$ cat config.mk
export PLATFORM = sky130hd
export DESIGN_NAME = tcd_ram
export DESIGN_NICKNAME = d
export VERILOG_FILES = /design/src/rtl/assert_macros.svh /design/src/rtl/tcd_pkg.sv /design/src/rtl/tcd_ram.sv
export SDC_FILE = /design/constraint.sdc
export NUM_CORES = 2
export LEC_CHECK = 0
export BUFFER_PORTS_ARGS = -buffer_cell sky130_fd_sc_hd__clkbuf_2
export CAP_MARGIN = 20
export CORE_MARGIN = 8
export CORE_UTILIZATION = 41
export DETAILED_ROUTE_END_ITERATION = 8
export GPL_TIMING_DRIVEN = 0
export HOLD_SLACK_MARGIN = 0.15
export MAX_ROUTING_LAYER = met4
export SLEW_MARGIN = 20
export SYNTH_ARGS = -nofsm -noshare
export SYNTH_HDL_FRONTEND = slang
export SYNTH_SLANG_ARGS = --single-unit
$ cat constraint.sdc
create_clock -name clk -period 3.4 [get_ports clk]
set_input_delay 0.34 -clock clk [delete_from_list [all_inputs] [get_ports clk]]
set_output_delay 0.34 -clock clk [all_outputs]
set_load 0.05 [all_outputs]
$ cat src/rtl/assert_macros.svh
// Assertion macros shared by the tile CRC change detector RTL.
// Every macro samples on clk and is disabled while rst_n is low.
`ifndef ASSERT_MACROS_SVH
`define ASSERT_MACROS_SVH

// Property must hold at every sampled edge.
`define TCD_ASSERT(lbl, prop, msg) \
    lbl: assert property (@(posedge clk) disable iff (!rst_n) (prop)) else $error(msg);

// Consequent must hold at the sampled edge after the antecedent.
`define TCD_ASSERT_NEXT(lbl, ante, cons, msg) \
    lbl: assert property (@(posedge clk) disable iff (!rst_n) (ante) |=> (cons)) else $error(msg);

`endif

$ cat src/rtl/tcd_pkg.sv
// Shared types, constants and CRC-32 helper functions for the tile CRC change detector.
// No dependencies.
`timescale 1ns / 1ps

package tcd_pkg;

    localparam int PIX_W   = 32;
    localparam int HASH_W  = 32;
    localparam int TIDX_W  = 12;
    localparam int FDIM_W  = 14;
    localparam int TDIM_W  = 11;
    localparam int TPR_W   = 15;
    localparam int PADDR_W = 5;
    localparam int PDATA_W = 32;

    localparam int DEF_MAX_TILE_COLS = 64;
    localparam int DEF_MAX_TILES     = 4096;

    localparam int FW_RESET_VAL = 1920;
    localparam int FH_RESET_VAL = 1080;
    localparam int TW_RESET_VAL = 64;
    localparam int TH_RESET_VAL = 64;
    localparam int TPR_RESET_VAL = (FW_RESET_VAL + TW_RESET_VAL - 1) / TW_RESET_VAL;

    localparam logic [HASH_W-1:0] CRC_POLY = 32'hEDB88320;
    localparam logic [HASH_W-1:0] CRC_INIT = 32'hFFFFFFFF;

    typedef enum logic [2:0] {
        REG_FRAME_WIDTH  = 3'd0,
        REG_FRAME_HEIGHT = 3'd1,
        REG_TILE_WIDTH   = 3'd2,
        REG_TILE_HEIGHT  = 3'd3,
        REG_FAST_MODE    = 3'd4
    } tcd_reg_t;

    typedef struct packed {
        logic in_range;
        logic first;
        logic hash;
        logic fast;
        logic emit;
        logic end_frame;
    } tcd_flags_t;

    typedef struct packed {
        logic [TIDX_W-1:0] tile_index;
        logic [HASH_W-1:0] tile_hash;
        logic              changed;
        logic              last_of_frame;
    } tcd_result_t;

    function automatic int addr_w(int depth);
        return (depth > 1) ? $clog2(depth) : 1;
    endfunction

    // Column j of slicing table k: bit j pushed through 8*(k+1) CRC shifts.
    function automatic logic [HASH_W-1:0] crc_col(int k, int j);
        logic [HASH_W-1:0] c;
        c = HASH_W'(1) << j;
        for (int s = 0; s < 8 * (k + 1); s++) begin
            c = c[0] ? ((c >> 1) ^ CRC_POLY) : (c >> 1);
        end
        return c;
    endfunction

    // Slicing table k, built as the xor of the columns picked by the byte.
    function automatic logic [HASH_W-1:0] crc_tab(int k, logic [7:0] b);
        logic [HASH_W-1:0] r;
        r = '0;
        for (int j = 0; j < 8; j++) begin
            if (b[j]) begin
                r = r ^ crc_col(k, j);
            end
        end
        return r;
    endfunction

    // Four bytes, low byte first.
    function automatic logic [HASH_W-1:0] crc_upd4(logic [HASH_W-1:0] crc,
                                                   logic [PIX_W-1:0] px);
        logic [HASH_W-1:0] x;
        x = crc ^ px;
        return crc_tab(3, x[7:0]) ^ crc_tab(2, x[15:8]) ^
               crc_tab(1, x[23:16]) ^ crc_tab(0, x[31:24]);
    endfunction

    // Three low bytes (B, G, R), low byte first.
    function automatic logic [HASH_W-1:0] crc_upd3(logic [HASH_W-1:0] crc,
                                                   logic [PIX_W-1:0] px);
        logic [23:0] x;
        x = crc[23:0] ^ px[23:0];
        return {24'd0, crc[31:24]} ^ crc_tab(2, x[7:0]) ^
               crc_tab(1, x[15:8]) ^ crc_tab(0, x[23:16]);
    endfunction

endpackage

$ cat src/rtl/tcd_ram.sv
// Generic single-write, single-read synchronous RAM with registered read data.
// Depends on tcd_pkg for the address width helper.
`timescale 1ns / 1ps

module tcd_ram import tcd_pkg::*; #(
    parameter int WIDTH = 32,
    parameter int DEPTH = 64,
    localparam int AW = addr_w(DEPTH)
) (
    input  logic             clk,
    input  logic             we,
    input  logic [AW-1:0]    waddr,
    input  logic [WIDTH-1:0] wdata,
    input  logic [AW-1:0]    raddr,
    output logic [WIDTH-1:0] rdata
);

    logic [WIDTH-1:0] mem_reg [DEPTH];
    logic [WIDTH-1:0] rdata_reg;

    always_ff @(posedge clk)
    begin
        if (we)
        begin
            mem_reg[waddr] <= wdata;
        end
        rdata_reg <= mem_reg[raddr];
    end

    assign rdata = rdata_reg;

endmodule

### After elaboration in Yosys (flattened, before gate mapping)

Memories as Yosys holds them, arrays and structs flattened. A register that Yosys moved wholly into a read port is not among the register bits.
Index checks and enable logic that the tools add are counted.

* bits in registers: 0
* RAM bits: 2048
* input bits: 46
* output and inout port bits: 32
* logic and storage cells: 3
* memories: 1

Memory list
* mem_reg: words 64, width 32, rd ports 1, clocked after memory_dff 1, write ports 1, RTL line tcd_ram.sv:18 `logic [WIDTH-1:0] mem_reg [DEPTH];`

* muxes and demuxes: 2

Operators by type and width (number)
* $mux W1: 2

### Longest topological paths before layout

* depth after elaboration: 2
* gate-level depth with buffers: 10
* mapped depth without buffers: 5

### Least setup slack after synthesis

OpenSTA, ideal clock, no wires.

* path kind: input to register
* start: input port waddr[3]
* end: memory mem_reg[48][0], enable pin
* library setup time: 461 ps
* arrival time: 3039 ps
* required time: 2939 ps
* slack: -100 ps
* stages: 4
* cells stage by stage: clkbuf_1 > nor2b_1 > nand4b_1 > nor3_1

RTL lines
* start: declaration: RTL line tcd_ram.sv:12 `input logic [AW-1:0] waddr,`
* end: declaration: RTL line tcd_ram.sv:18

No word-level cell before the write port.

==> results.cfg <==
[run_status]
outcome = finished, violations left
violations = negative setup slack

[synthesis]
ys_warn_count = 0
synth_area_leader_cell = edfxtp_1
synth_area_per_cell_um2 = 23.6
synthFlopType = edfxtp_1
syn_nets = 3370
postSynthCellCount = 3324
ys_types = 34
synthMostInstantiatedCell = edfxtp_1
synth_top_cell_area_share_pct = 78.3
netlist_top_cells_area = edfxtp_1 (78%), mux4_2 (16%), mux2i_1 (1.2%)
ys_seq_area_share_pct = 79.1
synth_edf_count = 2048
synth-seq-cells = 2080
synth_top_cells_by_count = edfxtp_1 (2048), mux4_2 (544), nor2_1 (137)
async_flop_share_pct = 0
synthesis.area_um2 = 78500

[placement]
hpwl_um = 166000
place.port_buffers = 69
gp_congestion = 0.866
postPlaceCellArea_um2 = 86000
place_ws_ps = -1440

[finish]
nNetsFinal = 3809
regArea_um2 = 62100
multiInputGateArea_um2 = 16000
final_area_um2 = 92800
final_core_util_pct = 48.8
drive_gt1_share_pct = 31.3
fillers = 15137
area_delta_synth_final_pct = 18.2
largest_register_ffs = 2048

[route]
first_iter_violations = 5809
drcViolationCount = 0
vias_per_cell = 6.18
routed_wl_um = 244000
post_drt_wl_per_cell_um = 37.8
drtAntennaViolNets = 0
dr.pass1.iters = 7
vias = 39915

[clock_tree]
cts_max_path_buffers = 3
cts_root_buf = clkbuf_16
cts_tree = done
cts-buffers-inserted = 202
clock-sinks = 2080
clock_insertion_delay_worst_skew_ps = 850
htreeDepth = 4
clk_pin_slew_ps = 60

[sta]
report.final.slew_viol_count = 0
fin_ws_ps = -153
slew_headroom_pct = 19.8
timing.fmax_mhz = 281
worst_pin_slew_ps = 1200
fin_crit_sh_pct = 105
final_hold_viol_count = 0
setup-violations-final = 3
period_needed_ps = 3550
fin_skew_ps = 49.1

[critical_path]
end_kind = flip-flop
critPathKind = in2reg
cp-start-kind = input pin
crit_path_max_fanout = 10
arrival_ps = 4230
crit_required_ps = 4070

[pwr]
peakVddDrop_uv = 499
p_per_area_nw_per_um2 = 581
p_leak_uw = 0.0289

[global_routing]
grt_first_pass_wirelength_um = 328000
antenna_found_initial = 11
grt_pass1_vias = 38643
grt_max_degree = 65
grt-ovfl-total = 0
grt_use_total_pct = 24.1

[die]
num_rows = 160
core-area_um2 = 190000
die_h_um = 454
initial_core_util_pct = 41.3
die_w_um = 454
die-area_um2 = 206000
ios = 78

[job]
max_cap_viol_count = 0

[min_path]
min_path_type = in2reg
==> metal layers <==
metal	track usage, %	share of wire [%]
met5	-	0
met4	9.66	4.9
met3	5.75	11
met1	31.2	37
met2	37.0	47
==> layout make-up <==
type / count / share of cell area [%]
flip-flops and latches: 2080 / 66.9
multi-input cells: 1062 / 17.2
clock buffers: 266 / 5.90
repair buffers: 235 / 4.38
well taps: 2511 / 3.38
clock inverters: 112 / 1.15
plain buffers: 182 / 0.981
diodes: 13 / 0.0350
==> cells in the final DEF (no fill, tap or decap), types with 5 or more instances in the layout <==
| master | Yosys | final |
|---|---|---|
| edfxtp_1 | 2048 | 2048 |
| mux4_2 | 544 | 544 |
| clkbuf_16 | 0 | 205 |
| clkbuf_1 | 74 | 111 |
| mux2i_1 | 93 | 93 |
| o22ai_1 | 84 | 83 |
| nor2_1 | 137 | 75 |
| buf_16 | 0 | 74 |
| buf_12 | 0 | 66 |
| nor2_4 | 0 | 62 |
| buf_2 | 57 | 61 |
| a21oi_1 | 62 | 60 |
| clkbuf_2 | 0 | 50 |
| clkinv_2 | 0 | 43 |
| clkinv_1 | 0 | 33 |
| dfxtp_1 | 32 | 32 |
| buf_4 | 25 | 31 |
| o221ai_1 | 27 | 27 |
| clkbuf_4 | 0 | 27 |
| nand2_1 | 26 | 26 |
| buf_1 | 21 | 18 |
| nor2b_1 | 15 | 15 |
| dlygate4sd3_1 | 0 | 14 |
| diode_2 | 0 | 13 |
| bufinv_16 | 0 | 13 |
| a22oi_1 | 12 | 12 |
| clkbuf_8 | 0 | 12 |
| nand2b_1 | 8 | 8 |
| a311oi_1 | 8 | 8 |
| buf_8 | 0 | 7 |
| buf_6 | 5 | 6 |
| clkinv_8 | 0 | 6 |
| nand3b_1 | 5 | 5 |
| nor3_1 | 7 | 5 |
| nand3_1 | 5 | 5 |
| clkinvlp_4 | 0 | 5 |
==> what timing repair did <==
action / 4_1_cts / 5_1_grt
setup buffers: 4 / 0
hold buffers: 12 / 2
endpoints found under the setup margin: 5 / 2
gates resized for setup: 3 / 2
endpoints found under the hold margin: 294 / 128
pin swaps: 1 / 0
==> critical path: stages <==
cell and delay [ps]:
buf_2 300, buf_2 360, buf_2 350, clkbuf_1 860
mux4_2 390, o22ai_1 90, nor2_1 540, a21oi_1 340
nor2_1 610
==> metrics by stage <==
step                cells  hold WS [ps]  setup TNS [ps]  power, µW
finish               6461           259            -266      53900
global route         6456           253         -0.0164      55100
CTS                  6446           212               0      54100
detailed placement   6052           707          -18760      32200
global placement     5904           739        -4291380      32100
floorplan            3324           439               0      30600
==> cell families after synthesis <==
family | after synthesis | synth area share [%]
flip-flops | 2080 | 79.1
AO/OA/AOI/OAI | 202 | 1.67
buffers and inverters | 182 | 1.13
AND/OR/NAND/NOR | 223 | 1.27
multiplexers | 637 | 16.8
==> final timing paths <==
path / start / end / slack [ps] / depth (start not counted)
worst max-delay path: raddr[1] / rdata[2] / -150 / 9
worst min-delay path: wdata[8] / mem_reg[34][8] / 260 / 1
worst max register to register: mem_reg[28][10] / rdata[10] / 730 / 4
worst min register to register: mem_reg[28][17] / rdata[17] / 760 / 4
==> report_power, final <==
group	internal, µW	total, µW	switching, µW	leakage, µW
registers	28400	28400	53.9	0.0187
logic	1030	3260	2220	0.00704
clock network	12400	22200	9790	0.00321
Power figures use the tool's default switching activity.
