[config.mk]
export PLATFORM = sky130hd
export DESIGN_NAME = tcd_outq
export DESIGN_NICKNAME = d
export VERILOG_FILES = /design/src/rtl/tcd_pkg.sv /design/src/rtl/tcd_outq.sv
export VERILOG_INCLUDE_DIRS = /design/src /design/src/rtl
export SDC_FILE = /design/constraint.sdc
export NUM_CORES = 1
export LEC_CHECK = 0
export BUFFER_PORTS_ARGS = -buffer_cell sky130_fd_sc_hd__buf_2
export CAP_MARGIN = 20
export CORE_ASPECT_RATIO = 0.8
export CORE_MARGIN = 2
export CORE_UTILIZATION = 40
export DETAILED_ROUTE_END_ITERATION = 7
export GPL_ROUTABILITY_DRIVEN = 0
export PLACE_DENSITY = 0.76
export SLEW_MARGIN = 20
export SYNTH_ARGS = -nofsm -noshare
export SYNTH_HDL_FRONTEND = slang
export SYNTH_SLANG_ARGS = --single-unit
export TNS_END_PERCENT = 30
[constraint.sdc]
create_clock -name clk -period 2.9 [get_ports clk]
set_input_delay 0.145 -clock clk [delete_from_list [all_inputs] [get_ports clk]]
set_output_delay 0.145 -clock clk [all_outputs]
set_load 0.01 [all_outputs]
[src/rtl/assert_macros.svh]
// Assertion macros shared by the tile CRC change detector RTL.
// Every macro samples on clk and is disabled while rst_n is low.
`ifndef ASSERT_MACROS_SVH
`define ASSERT_MACROS_SVH

// Property must hold at every sampled edge.
`define TCD_ASSERT(lbl, prop, msg) \
    lbl: assert property (@(posedge clk) disable iff (!rst_n) (prop)) else $error(msg);

// Consequent must hold at the sampled edge after the antecedent.
`define TCD_ASSERT_NEXT(lbl, ante, cons, msg) \
    lbl: assert property (@(posedge clk) disable iff (!rst_n) (ante) |=> (cons)) else $error(msg);

`endif

[src/rtl/tcd_pkg.sv]
// Shared types, constants and CRC-32 helper functions for the tile CRC change detector.
// No dependencies.
`timescale 1ns / 1ps

package tcd_pkg;

    localparam int PIX_W   = 32;
    localparam int HASH_W  = 32;
    localparam int TIDX_W  = 12;
    localparam int FDIM_W  = 14;
    localparam int TDIM_W  = 11;
    localparam int TPR_W   = 15;
    localparam int PADDR_W = 5;
    localparam int PDATA_W = 32;

    localparam int DEF_MAX_TILE_COLS = 64;
    localparam int DEF_MAX_TILES     = 4096;

    localparam int FW_RESET_VAL = 1920;
    localparam int FH_RESET_VAL = 1080;
    localparam int TW_RESET_VAL = 64;
    localparam int TH_RESET_VAL = 64;
    localparam int TPR_RESET_VAL = (FW_RESET_VAL + TW_RESET_VAL - 1) / TW_RESET_VAL;

    localparam logic [HASH_W-1:0] CRC_POLY = 32'hEDB88320;
    localparam logic [HASH_W-1:0] CRC_INIT = 32'hFFFFFFFF;

    typedef enum logic [2:0] {
        REG_FRAME_WIDTH  = 3'd0,
        REG_FRAME_HEIGHT = 3'd1,
        REG_TILE_WIDTH   = 3'd2,
        REG_TILE_HEIGHT  = 3'd3,
        REG_FAST_MODE    = 3'd4
    } tcd_reg_t;

    typedef struct packed {
        logic in_range;
        logic first;
        logic hash;
        logic fast;
        logic emit;
        logic end_frame;
    } tcd_flags_t;

    typedef struct packed {
        logic [TIDX_W-1:0] tile_index;
        logic [HASH_W-1:0] tile_hash;
        logic              changed;
        logic              last_of_frame;
    } tcd_result_t;

    function automatic int addr_w(int depth);
        return (depth > 1) ? $clog2(depth) : 1;
    endfunction

    // Column j of slicing table k: bit j pushed through 8*(k+1) CRC shifts.
    function automatic logic [HASH_W-1:0] crc_col(int k, int j);
        logic [HASH_W-1:0] c;
        c = HASH_W'(1) << j;
        for (int s = 0; s < 8 * (k + 1); s++) begin
            c = c[0] ? ((c >> 1) ^ CRC_POLY) : (c >> 1);
        end
        return c;
    endfunction

    // Slicing table k, built as the xor of the columns picked by the byte.
    function automatic logic [HASH_W-1:0] crc_tab(int k, logic [7:0] b);
        logic [HASH_W-1:0] r;
        r = '0;
        for (int j = 0; j < 8; j++) begin
            if (b[j]) begin
                r = r ^ crc_col(k, j);
            end
        end
        return r;
    endfunction

    // Four bytes, low byte first.
    function automatic logic [HASH_W-1:0] crc_upd4(logic [HASH_W-1:0] crc,
                                                   logic [PIX_W-1:0] px);
        logic [HASH_W-1:0] x;
        x = crc ^ px;
        return crc_tab(3, x[7:0]) ^ crc_tab(2, x[15:8]) ^
               crc_tab(1, x[23:16]) ^ crc_tab(0, x[31:24]);
    endfunction

    // Three low bytes (B, G, R), low byte first.
    function automatic logic [HASH_W-1:0] crc_upd3(logic [HASH_W-1:0] crc,
                                                   logic [PIX_W-1:0] px);
        logic [23:0] x;
        x = crc[23:0] ^ px[23:0];
        return {24'd0, crc[31:24]} ^ crc_tab(2, x[7:0]) ^
               crc_tab(1, x[15:8]) ^ crc_tab(0, x[23:16]);
    endfunction

endpackage

[src/rtl/tcd_outq.sv]
// Two-entry result queue between the hash stage and the output channel.
// Depends on tcd_pkg and assert_macros.svh.
`timescale 1ns / 1ps
`include "assert_macros.svh"

module tcd_outq import tcd_pkg::*; (
    input  logic        clk,
    input  logic        rst_n,
    input  logic        push,
    input  tcd_result_t push_data,
    input  logic        out_stall,
    output logic        out_valid,
    output tcd_result_t out_data,
    output logic        room
);

    tcd_result_t entry_reg [2];
    logic        wr_ptr_reg, rd_ptr_reg;
    logic [1:0]  cnt_reg, cnt_next;
    logic        pop;

    always_comb
    begin
        pop       = (cnt_reg != 2'd0) && !out_stall;
        out_valid = (cnt_reg != 2'd0);
        out_data  = entry_reg[rd_ptr_reg];
        cnt_next  = cnt_reg + {1'b0, push} - {1'b0, pop};
        // a new transaction may follow only if one slot stays free for it
        room      = (cnt_next <= 2'd1);
    end

    always_ff @(posedge clk)
    begin
        if (push)
        begin
            entry_reg[wr_ptr_reg] <= push_data;
        end
    end

    always_ff @(posedge clk or negedge rst_n)
    begin
        if (!rst_n)
        begin
            wr_ptr_reg <= 1'b0;
            rd_ptr_reg <= 1'b0;
            cnt_reg    <= 2'd0;
        end
        else
        begin
            cnt_reg <= cnt_next;
            if (push)
            begin
                wr_ptr_reg <= !wr_ptr_reg;
            end
            if (pop)
            begin
                rd_ptr_reg <= !rd_ptr_reg;
            end
        end
    end

    `TCD_ASSERT(a_no_overflow, !(push && (cnt_reg == 2'd2) && !pop), "result queue overflow")

endmodule

Word level (Yosys, flattened, before mapping)
Memories as Yosys holds them, arrays and structs flattened.
Index checks and enable logic that the tools add are counted.

storage, ports and cells
  memories kept = 1
  register bits = 4
  output and inout bits = 48
  word-level logic and storage cells = 14
  bits in writable memories = 92
  input port bits = 50

memories
  name       words  width  read ports  clocked after memory_dff  wr ports  RTL line        text
  entry_reg  2      46     1           0                         1         tcd_outq.sv:17  tcd_result_t entry_reg [2];

operators by class
  muxes and demuxes = 2
  $lt $le $gt $ge = 1
  $add $sub $neg = 2
  reduce and logical (&&, ||, !) cells = 5

operators with widths
  kind                                                                   number
  1-bit logical NOT                                                      3
  2-bit by 1-bit adder with 2-bit output                                 1
  2-bit by 1-bit <= comparator with 1-bit output, second input constant  1
  1-bit two-way mux                                                      2
  2-bit nonzero test                                                     1
  2-bit by 1-bit subtractor with 2-bit output                            1
  1-bit logical AND                                                      1

Depth between registers and ports, before layout
  word-level depth = 4
  depth in mapped cells = 7
  mapped depth without buffers = 7

Worst setup path after synthesis
No wires, ideal clock.

  path kind = flip-flop to flip-flop
  start point = register wr_ptr_reg
  end point = memory entry_reg[0][0] (netlist name) (enable)
  stages on the path, launching flop included = 2
  data arrival time = 2.457 ns
  setup slack = -0.012 ns
  data required time = 2.445 ns
  library setup time = 0.455 ns
  buffers on the path = 0
  period minus slack after synthesis = 2.912 ns
  cell sequence = dfrtp_1 > nor2b_1

RTL lines
  element                   RTL line        text
  start: declaration        tcd_outq.sv:18  logic wr_ptr_reg, rd_ptr_reg;
  start signal: assignment  tcd_outq.sv:53  wr_ptr_reg <= !wr_ptr_reg;
  end: declaration          tcd_outq.sv:17

No word-level cell before the write port.

Worst setup path after layout
  start point = register cnt_reg[1]
  end point = output port room

between the ends
  longest elaborated chain between the ends = 4
  elaborated cells on any way between the ends = 5
  those cells by class = 2 x add/sub; 1 x order compare; 2 x reduce/logical

RTL lines
  element                                         RTL line        text
  start: declaration                              tcd_outq.sv:19  logic [1:0] cnt_reg, cnt_next;
  start signal: assignment                        tcd_outq.sv:50  cnt_reg <= cnt_next;
  2-bit nonzero test                              tcd_outq.sv:24  pop = (cnt_reg != 2'd0) && !out_stall;
  1-bit logical AND                               tcd_outq.sv:24
  via pop                                         tcd_outq.sv:20  logic pop;
  2-bit by 1-bit subtractor with 2-bit output     tcd_outq.sv:27  cnt_next = cnt_reg + {1'b0, push} - {1'b0, pop};
  2-bit by 1-bit <= comparator with 1-bit output  tcd_outq.sv:29  room = (cnt_next <= 2'd1);
  end: declaration                                tcd_outq.sv:14  output logic room

The timed path passes the listed nets, and every way through them passes these cells.

==> impl_metrics.toml <==
[final_layout]
fin_nets = 366
fill_cells = 686
largest_reg_flops = 92
area_growth_pct = 37.5
layout_commonest_cell = "buf_2"
design_area_um2 = 5020
layout_common_cells = "buf_2 (97), edfxtp_1 (92), dlygate4sd3_1 (44)"
diodes = 0
utilization = 0.560
drive_gt1_frac = 0.527
final_cells = 434

[critical_path]
timing.rr.end = "cnt_reg[1]"
ff2ff_setup_slack_ps = 1110
arrival_ps = 2210
path_class = "flop to output pin"
cp-start-kind = "flop"
r2r_start = "cnt_reg[1]"
path_max_fanout = 4
cp-end-kind = "output pin"
worst-r2r-cell-count = 7
cp.required_ps = 2760

[hold_path]
hold_path_end = "entry_reg[0][36]"
hold_class = "input pin to flop"
hold_start = "push_data[36]"
whs_path_depth = 1

[synthesis]
ys_warn_count = 0
netlist.top_cell.by_area = "edfxtp_1"
synth_top_area_frac = 0.757
synth.ff_latch_count = 96
synth_area_um2 = 3650
seq_area_frac_synth = 0.784
syn-num-nets = 213
yosys-top-cells-area = "edfxtp_1 (76%), mux2_4 (12%), mux2_2 (4.9%), dfrtp_1 (2.7%), buf_6 (1.2%)"
syn_avg_cell_area_um2 = 22.7
synth.distinct_cells = 14
synth_cells = 161

[clock_network]
clockBufferDepth = 2
cts_tree = "built"
htree_levels = 3
clock_latency_ps = 330
clock_sinks = 96
root_buffer = "clkbuf_16"
clkTransAtPathRegs_ps = 60
post_cts_buffers = 0
cts-buffers-inserted = 9

[place]
place.detailed.hpwl_mm = 4.10
placed_area_um2 = 4300
port_buffers = 97
pre_cts_slack_ps = 923
place_inst = 374

[grt]
grt_antenna_before_repair = 0
grt_util_all_layers = 0.131
grt_max_degree = 27
grt-ovfl-total = 0
grt_pass1_wl_mm = 9.76
grt_pass1_vias = 2056

[floorplanning]
dieArea_um2 = 9910
initial_core_util = 0.407
dieHeight_um = 89.4
io_pins = 98
num_rows = 31
core_um2 = 8960
die_x_um = 111

[sta]
clock.fmax_mhz = 424
finalHoldViolCount = 0
slew_violations = 0
timing.setup.tns_ps = 0
max_slew_margin = 0.563
holdWs_ps = 13.2
fin_ws_ps = 540
tightest_slew_ps = 654
period_share = 0.814
min_period_ps = 2360
rsz0062_at_grt = "no"
clock_skew_ps = 3.34
setup_viol = 0

[route]
dr.pass1.iters = 4
ant_nets = 0
avgViaCountPerCell = 4.57
routedWlPerCell_um = 14.7
drc = 0
drtIter0Drc = 46
route.vias.total = 1985
routed_wl_mm = 6.37

[flow_run]
cap_violations = 0

[power_and_ir_drop]
ir_drop_v = 0.000606
power_mw = 4.49
power_density_nw_per_um2 = 895
p_leak_nw = 2.02

[outcome]
outcome = "complete, no violations"
-- cell usage after synthesis --
cell type,n
and2_1,1
buf_2,1
buf_6,4
dfrtp_1,4
edfxtp_1,92
ha_1,2
inv_1,3
mux2_2,16
mux2_4,30
nor2b_1,1
o21bai_1,1
or2_2,1
xnor2_1,3
xor2_1,2
-- worst max-delay path: stages, from the launching register on --
cell	delay (ps)
dfrtp_1	420
o21bai_1	250
inv_1	70
ha_1	270
inv_1	40
ha_1	180
xnor2_1	290
xor2_1	190
buf_2	150
-- how the worst max path moves through the flow --
stage                       to  cells after the start        from  slack (ps)
2_1_floorplan  entry_reg[0][0]                      1  wr_ptr_reg         870
3_3_place_gp              room                      8  cnt_reg[1]        1080
3_5_place_dp              room                      8  cnt_reg[1]         920
5_1_grt                   room                      8  cnt_reg[1]         420
4_1_cts                   room                      8  cnt_reg[1]         550
6_report                  room                      8  cnt_reg[1]         540
-- report_power, final --
part	switching [mW]	leakage, nW	internal [mW]
registers	0.155	0.909	1.85
clock network	0.473	0.140	0.612
logic	0.649	0.970	0.760
-- logic make-up after synthesis --
kind of cell / after synthesis / share of synthesized area
xor gates and xnor gates: 5 / 0.0120
muxes: 46 / 0.173
DFF: 96 / 0.784
AOI/OAI and AO/OA: 1 / 0.00206
buffers and inverters: 8 / 0.0168
and+or+nand+nor: 3 / 0.00515
adders and majority gates: 2 / 0.00686
-- final cells by class --
class,instances,area (um2),share of cell area
Tap cell,115,144,0.0287
Sequential cell,96,2860,0.571
Timing Repair Buffer,147,983,0.196
Multi-Input combinational cell,57,734,0.146
Inverter,3,11.3,0.00224
Clock buffer,11,243,0.0484
Clock inverter,5,40.0,0.00798
-- layer usage --
metal,vias to the layer above,GRT usage,wire (um)
li1,931,-,-
met1,980,0.147,2630
met2,65,0.235,3280
met3,9,0.0481,389
met4,0,0.0477,75
met5,-,0,0
-- repair_timing --
action,in CTS,in global routing
gates resized for setup,0,0
hold buffers,43,1
endpoints found under the hold margin,86,2
No activity file was read; power rests on OpenSTA's default activity.
