==> src/rtl/assert_macros.svh <==
// Assertion macros shared by the tile CRC change detector RTL.
// Every macro samples on clk and is disabled while rst_n is low.
`ifndef ASSERT_MACROS_SVH
`define ASSERT_MACROS_SVH

// Property must hold at every sampled edge.
`define TCD_ASSERT(lbl, prop, msg) \
    lbl: assert property (@(posedge clk) disable iff (!rst_n) (prop)) else $error(msg);

// Consequent must hold at the sampled edge after the antecedent.
`define TCD_ASSERT_NEXT(lbl, ante, cons, msg) \
    lbl: assert property (@(posedge clk) disable iff (!rst_n) (ante) |=> (cons)) else $error(msg);

`endif

==> src/rtl/tcd_pkg.sv <==
// Shared types, constants and CRC-32 helper functions for the tile CRC change detector.
// No dependencies.
`timescale 1ns / 1ps

package tcd_pkg;

    localparam int PIX_W   = 32;
    localparam int HASH_W  = 32;
    localparam int TIDX_W  = 12;
    localparam int FDIM_W  = 14;
    localparam int TDIM_W  = 11;
    localparam int TPR_W   = 15;
    localparam int PADDR_W = 5;
    localparam int PDATA_W = 32;

    localparam int DEF_MAX_TILE_COLS = 64;
    localparam int DEF_MAX_TILES     = 4096;

    localparam int FW_RESET_VAL = 1920;
    localparam int FH_RESET_VAL = 1080;
    localparam int TW_RESET_VAL = 64;
    localparam int TH_RESET_VAL = 64;
    localparam int TPR_RESET_VAL = (FW_RESET_VAL + TW_RESET_VAL - 1) / TW_RESET_VAL;

    localparam logic [HASH_W-1:0] CRC_POLY = 32'hEDB88320;
    localparam logic [HASH_W-1:0] CRC_INIT = 32'hFFFFFFFF;

    typedef enum logic [2:0] {
        REG_FRAME_WIDTH  = 3'd0,
        REG_FRAME_HEIGHT = 3'd1,
        REG_TILE_WIDTH   = 3'd2,
        REG_TILE_HEIGHT  = 3'd3,
        REG_FAST_MODE    = 3'd4
    } tcd_reg_t;

    typedef struct packed {
        logic in_range;
        logic first;
        logic hash;
        logic fast;
        logic emit;
        logic end_frame;
    } tcd_flags_t;

    typedef struct packed {
        logic [TIDX_W-1:0] tile_index;
        logic [HASH_W-1:0] tile_hash;
        logic              changed;
        logic              last_of_frame;
    } tcd_result_t;

    function automatic int addr_w(int depth);
        return (depth > 1) ? $clog2(depth) : 1;
    endfunction

    // Column j of slicing table k: bit j pushed through 8*(k+1) CRC shifts.
    function automatic logic [HASH_W-1:0] crc_col(int k, int j);
        logic [HASH_W-1:0] c;
        c = HASH_W'(1) << j;
        for (int s = 0; s < 8 * (k + 1); s++) begin
            c = c[0] ? ((c >> 1) ^ CRC_POLY) : (c >> 1);
        end
        return c;
    endfunction

    // Slicing table k, built as the xor of the columns picked by the byte.
    function automatic logic [HASH_W-1:0] crc_tab(int k, logic [7:0] b);
        logic [HASH_W-1:0] r;
        r = '0;
        for (int j = 0; j < 8; j++) begin
            if (b[j]) begin
                r = r ^ crc_col(k, j);
            end
        end
        return r;
    endfunction

    // Four bytes, low byte first.
    function automatic logic [HASH_W-1:0] crc_upd4(logic [HASH_W-1:0] crc,
                                                   logic [PIX_W-1:0] px);
        logic [HASH_W-1:0] x;
        x = crc ^ px;
        return crc_tab(3, x[7:0]) ^ crc_tab(2, x[15:8]) ^
               crc_tab(1, x[23:16]) ^ crc_tab(0, x[31:24]);
    endfunction

    // Three low bytes (B, G, R), low byte first.
    function automatic logic [HASH_W-1:0] crc_upd3(logic [HASH_W-1:0] crc,
                                                   logic [PIX_W-1:0] px);
        logic [23:0] x;
        x = crc[23:0] ^ px[23:0];
        return {24'd0, crc[31:24]} ^ crc_tab(2, x[7:0]) ^
               crc_tab(1, x[15:8]) ^ crc_tab(0, x[23:16]);
    endfunction

endpackage

==> src/rtl/tcd_div.sv <==
// Restoring divider for tiles per row = ceil(frame_width / tile_width), one bit per cycle.
// Depends on tcd_pkg and assert_macros.svh.
`timescale 1ns / 1ps
`include "assert_macros.svh"

module tcd_div import tcd_pkg::*; (
    input  logic              clk,
    input  logic              rst_n,
    input  logic              start,
    input  logic [FDIM_W-1:0] frame_width,
    input  logic [TDIM_W-1:0] tile_width,
    output logic              busy,
    output logic [TPR_W-1:0]  tiles_per_row
);

    localparam int ITER  = TPR_W;
    localparam int CNT_W = $clog2(ITER + 1);

    logic [TDIM_W-1:0] rem_reg, rem_next;
    logic [TPR_W-1:0]  quo_reg, quo_next;
    logic [CNT_W-1:0]  cnt_reg, cnt_next;
    logic              busy_reg, busy_next;

    logic [FDIM_W-1:0] fw1;
    logic [TDIM_W-1:0] tw1;
    logic [TPR_W-1:0]  numer;
    logic [TDIM_W:0]   rem_sh;
    logic [TDIM_W:0]   rem_sub;
    logic              q_bit;

    always_comb
    begin
        fw1     = (frame_width == '0) ? FDIM_W'(1) : frame_width;
        tw1     = (tile_width == '0) ? TDIM_W'(1) : tile_width;
        numer   = TPR_W'(fw1) + TPR_W'(tw1) - TPR_W'(1);
        rem_sh  = {rem_reg, quo_reg[TPR_W-1]};
        rem_sub = rem_sh - {1'b0, tw1};
        q_bit   = (rem_sh >= {1'b0, tw1});

        rem_next  = rem_reg;
        quo_next  = quo_reg;
        cnt_next  = cnt_reg;
        busy_next = busy_reg;
        if (start)
        begin
            rem_next  = '0;
            quo_next  = numer;
            cnt_next  = CNT_W'(ITER);
            busy_next = 1'b1;
        end
        else if (busy_reg)
        begin
            rem_next  = q_bit ? rem_sub[TDIM_W-1:0] : rem_sh[TDIM_W-1:0];
            quo_next  = {quo_reg[TPR_W-2:0], q_bit};
            cnt_next  = cnt_reg - CNT_W'(1);
            busy_next = (cnt_reg != CNT_W'(1));
        end
    end

    always_ff @(posedge clk or negedge rst_n)
    begin
        if (!rst_n)
        begin
            rem_reg  <= '0;
            quo_reg  <= TPR_W'(TPR_RESET_VAL);
            cnt_reg  <= '0;
            busy_reg <= 1'b0;
        end
        else
        begin
            rem_reg  <= rem_next;
            quo_reg  <= quo_next;
            cnt_reg  <= cnt_next;
            busy_reg <= busy_next;
        end
    end

    assign busy          = busy_reg;
    assign tiles_per_row = quo_reg;

    `TCD_ASSERT(a_div_length, $fell(busy_reg) |-> $past(start, ITER + 1), "divider finished early or late")

endmodule

==> config.mk <==
export PLATFORM = sky130hd
export DESIGN_NAME = tcd_div
export DESIGN_NICKNAME = d
export VERILOG_FILES = /design/src/rtl/tcd_pkg.sv /design/src/rtl/tcd_div.sv
export VERILOG_INCLUDE_DIRS = /design/src /design/src/rtl
export SDC_FILE = /design/constraint.sdc
export NUM_CORES = 1
export LEC_CHECK = 0
export ABC_AREA = 0
export BUFFER_PORTS_ARGS = -buffer_cell sky130_fd_sc_hd__clkbuf_2
export CAP_MARGIN = 10
export CORE_AREA = 3 3 80 82
export CTS_CLUSTER_DIAMETER = 100
export DETAILED_ROUTE_END_ITERATION = 6
export DIE_AREA = 0 0 83 85
export GPL_TIMING_DRIVEN = 0
export PLACE_DENSITY = 0.75
export REMOVE_ABC_BUFFERS = 1
export SYNTH_ARGS = -nofsm -noshare
export SYNTH_HDL_FRONTEND = slang
export SYNTH_SLANG_ARGS = --single-unit
==> constraint.sdc <==
create_clock -name clk -period 2.8 [get_ports clk]
set_clock_uncertainty 0.05 [all_clocks]
set_input_delay 0.14 -clock clk [delete_from_list [all_inputs] [get_ports clk]]
set_output_delay 0.14 -clock clk [all_outputs]
set_load 0.01 [all_outputs]
Word-level counts from Yosys, hierarchy flattened

Cells that the tools add are included.

$add $sub $neg: 4
Order comparisons: 1
Equality and inequality tests: 1
Muxes and demuxes: 11
Reductions and logical operators: 3

Operators with widths:

| operator                                                             | count |
|---|---|
| 11-bit 2-to-1 mux                                                    | 4 |
| 15-bit 2-to-1 mux                                                    | 2 |
| 14-bit by 11-bit adder with 15-bit output                            | 1 |
| 15-bit by 1-bit subtractor with 15-bit output, second input constant | 1 |
| 14-bit zero test                                                     | 1 |
| 14-bit 2-to-1 mux                                                    | 1 |
| 12-bit by 11-bit greater-or-equal comparator with 1-bit output       | 1 |
| 11-bit zero test                                                     | 1 |
| 11-bit subtractor                                                    | 1 |
| 4-bit 2-to-1 mux                                                     | 2 |
| 4-bit by 1-bit != test with 1-bit output, second input constant      | 1 |
| 4-bit by 1-bit subtractor with 4-bit output, second input constant   | 1 |
| 1-bit 2-to-1 mux                                                     | 2 |
| 2-bit nonzero test                                                   | 1 |

Bits in registers: 31
Word-level logic and storage cells: 24

Logic depth before layout (Yosys ltp)

Depth in word-level cells: 6
Mapped depth: 15

Least setup slack after synthesis

OpenSTA, ideal clock, no wires.

Path kind: input to register
From: input port frame_width[12]
To: register quo_reg[9], in the netlist tiles_per_row[9]
Arrival: 2.865 ns
Required time: 2.630 ns
Setup slack: -0.235 ns
Stages on the path: 15
Path buffers: 0
Cells stage by stage: inv_1 ha_1 nor4b_1 nand4_1 nor2b_1 ha_1 inv_1 ha_1 fa_1 a21o_1 a21o_1 a2111oi_2 nor2b_1 or3_1 a31o_1

Word-level cells in the longest chain between the ends: 5

Ends and longest elaborated chain:

| what                                          | line          | source |
|---|---|---|
| start: declaration                            | tcd_div.sv:10 | `input logic [FDIM_W-1:0] frame_width,` |
| 14-bit zero test                              | tcd_div.sv:33 | `fw1 = (frame_width == '0) ? FDIM_W'(1) : frame_width;` |
| 14-bit 2-to-1 mux                             | tcd_div.sv:33 |  |
| 14-bit by 11-bit adder with 15-bit output     | tcd_div.sv:35 | `numer = TPR_W'(fw1) + TPR_W'(tw1) - TPR_W'(1);` |
| 15-bit by 1-bit subtractor with 15-bit output | tcd_div.sv:35 |  |
| 15-bit 2-to-1 mux                             | tcd_div.sv:44 | `if (start)` |
| end signal: assignment                        | tcd_div.sv:65 | `quo_reg <= TPR_W'(TPR_RESET_VAL);` |
| end signal: assignment                        | tcd_div.sv:72 | `quo_reg <= quo_next;` |
| end: declaration                              | tcd_div.sv:20 | `logic [TPR_W-1:0] quo_reg, quo_next;` |

Every way passes these cells.
A chain may end at the register's enable or synchronous reset.

Worst setup path after layout

From: input port frame_width[13]
To: register quo_reg[9], in the netlist tiles_per_row[9]

Same word-level chain as after synthesis.

==> reports/results.ini <==
[placed_design]
dp.cells = 482
place.gp.congestion = 0.961
port_buffers = 43
dp_slack_ns = -0.720
dp.final_hpwl_um = 5390

[yosys]
synthFlopType = dfrtp_1
yosys_warnings = 0
avgSynthCellArea_um2 = 8.23
syn_area_mm2 = 0.00314
synth-edff-count = 0
netlist_instances = 382
ys_seq_area_share_pct = 24.8
synth_cell_types = 56
synthArstFlopShare_pct = 100
synth-seq-cells = 31

[global_routing]
grt_max_degree = 56
antenna_found_initial = 0
grt_use_total_pct = 21.5
grt_pass1_vias = 2777
grt_pass1_wl_um = 12600
overflow = 0

[setup_path]
r2r-end = rem_reg[1]$_DFFE_PN0P_
rr_startpoint = tiles_per_row[14]$_DFFE_PN0P_
arrival_ns = 2.98
reg2reg_depth = 9
critPathCaptureType = flop
crit_required_ns = 2.93
cp_max_fo = 2
cp-start-kind = input port
critPathKind = in -> reg
reg2reg_slack_ns = 0.16

[detailed_routing]
antenna_left = 0
avgViaCountPerCell = 5.64
wire_per_inst_um = 14.8
dr.pass1.iters = 4
totalWireLength_um = 7330
drc = 0
num_vias = 2795
drt_iter0_drc = 236

[layout]
fillCellCount = 511
drive_above_1_share_pct = 20.2
largest_reg_flops = 15
final_common_cell = inv_1
final_net_count = 488
seq_area_um2 = 782
area_growth_pct = 16.5
final_cell_mix = 57 x inv_1, 41 x clkbuf_2, 35 x ha_1
antennaDiodeCount = 0
stdcell_count = 496
postLayoutCoreUtil_pct = 63.0
multi_input_area_mm2 = 0.00215

[floorplanning]
design.die.area_mm2 = 0.00706
fp.dieW_um = 83
io_pins = 44
core-area_mm2 = 0.00582
start_util_pct = 54.0
fp-row-count = 28
die_h_um = 85

[status]
outcome = finished, violations left
violations = setup timing

[min_path]
worstHoldPathCells = 3
hp-class = in -> reg
whs_endpoint = tiles_per_row[14]$_DFFE_PN0P_
worstHoldStart = frame_width[13]

[power]
ir_drop_v = 0.000344
leakage_nw = 1.90
power-per-cell-area_mw_per_mm2 = 446

[timing]
rsz0062_at_grt = yes
max_freq_mhz = 350
finalWorstSetupSlack_ns = -0.0543
slew_viol_final = 0
slew-limit-headroom_pct = 29.7
tightest_slew_ns = 1.05
finalSetupViolations = 1
hold_violations = 0
period_minus_slack_ns = 2.85
period_share_pct = 102

[clock_tree]
worst_skew_pair.late_latency_ns = 0.28
cts_tree = done
htree_levels = 2
cts_sinks = 31
clock-root-buffer = clkbuf_8
clk_path_buf_depth = 2
clk_pin_slew_worst_paths_ns = 0.07
cts_buffers = 5

[flow_run]
maxCapViolCount = 0

[power by group]
group	internal [mW]	leakage [nW]	switching (mW)	total, mW
clock network	0.288	0.0612	0.178	0.466
logic	0.280	1.47	0.325	0.606
registers	0.515	0.370	0.0482	0.563
total	1.08	1.90	0.552	1.63
[synth_stat cells (3+ instances only)]
cell	n	area share (%)
buf_6	4	1.4
or3_1	3	0.60
a31o_1	3	0.84
nand3_1	10	1.6
nand3b_1	3	0.72
and4_1	3	0.84
a211oi_1	5	1.2
mux2i_1	19	6.1
nand2b_1	6	1.2
nor2b_1	6	1.2
xnor2_1	7	2.0
mux2_2	3	1.1
dfrtp_1	27	21
o21ai_0	15	2.4
inv_1	60	7.2
a21o_1	10	2.4
a21oi_1	22	3.5
nand4_1	3	0.60
o21a_1	9	2.1
clkbuf_1	11	1.3
a31oi_1	4	0.80
dfstp_2	4	3.3
nor4_1	6	1.2
nor3_1	7	1.1
nor2_1	24	2.9
o21ai_1	4	0.64
and3_1	3	0.60
ha_1	38	15
buf_1	3	0.36
o31ai_1	3	0.72
nand2_1	19	2.3
xor2_1	5	1.4
[cells by family after synthesis]
family,count (synthesis),share of synthesized area (%)
AND/OR/NAND/NOR,102,16.9
AO/OA/AOI/OAI,97,21.1
buffers and inverters,78,10.3
adder cells (fa/ha/maj),40,16.4
flip-flops,31,24.8
multiplexers,22,7.13
XOR/XNOR,12,3.34
[how the worst max path moves through the flow]
stage,start,end,slack [ns],cells after the start
floorplan,frame_width[12],tiles_per_row[9]$_DFFE_PN0P_,-0.23,15
global placement,frame_width[12],tiles_per_row[9]$_DFFE_PN0P_,-0.70,16
detailed placement,frame_width[12],tiles_per_row[9]$_DFFE_PN0P_,-0.72,16
CTS,frame_width[12],tiles_per_row[9]$_DFFE_PN0P_,-0.02,16
global route,frame_width[13],tiles_per_row[9]$_DFFE_PN0P_,-0.20,16
finish,frame_width[13],tiles_per_row[9]$_DFFE_PN0P_,-0.05,16
[cell type report]
cell class	instances	area share, %
timing repair buffer	49	7.72
clock buffer	6	2.25
tap	75	2.56
inverter	60	6.35
multi-input combinational	273	58.8
clock inverter	2	0.957
sequential	31	21.4
[metal layers]
layer / GRT usage, % / wire [um] / vias to the layer above / part of all wire (%)
met5: 0 / 0 / - / 0
met4: 5.94 / 83 / 0 / 1.1
met3: 3.59 / 509 / 8 / 6.9
met2: 35.3 / 3320 / 82 / 45
met1: 29.4 / 3420 / 1295 / 47
li1: - / - / 1410 / -
[metrics by stage]
stage	cell area (um^2)	power, mW	setup TNS, ns	hold slack [ns]
2_1_floorplan	3050	0.953	-0.332	-0.206
3_3_place_gp	3350	1.11	-5.96	0.213
3_5_place_dp	3360	1.13	-6.58	0.226
4_1_cts	3530	1.62	-0.0176	0.118
5_1_grt	3660	1.76	-0.228	0.161
6_report	3660	1.63	-0.0543	0.130
[what timing repair did]
item | CTS | global route
setup buffers | 3 | 2
gates resized for setup | 4 | 27
pin swaps | 3 | 14
endpoints found under the setup margin | 14 | 15
endpoints found under the hold margin | 27 | 0
hold buffers | 1 | 0
[critical path, stage by stage]
cell and delay (ns):
buf_8 0.08, inv_4 0.03, ha_4 0.14, nor4b_4 0.12
nand4_1 0.14, nor2b_4 0.19, ha_4 0.15, inv_4 0.03
ha_4 0.15, fa_2 0.36, a21o_1 0.17, a21o_1 0.18
a2111oi_4 0.40, nor2b_1 0.10, or3_1 0.38, a31o_1 0.21
No activity file was read; power rests on OpenSTA's default activity.
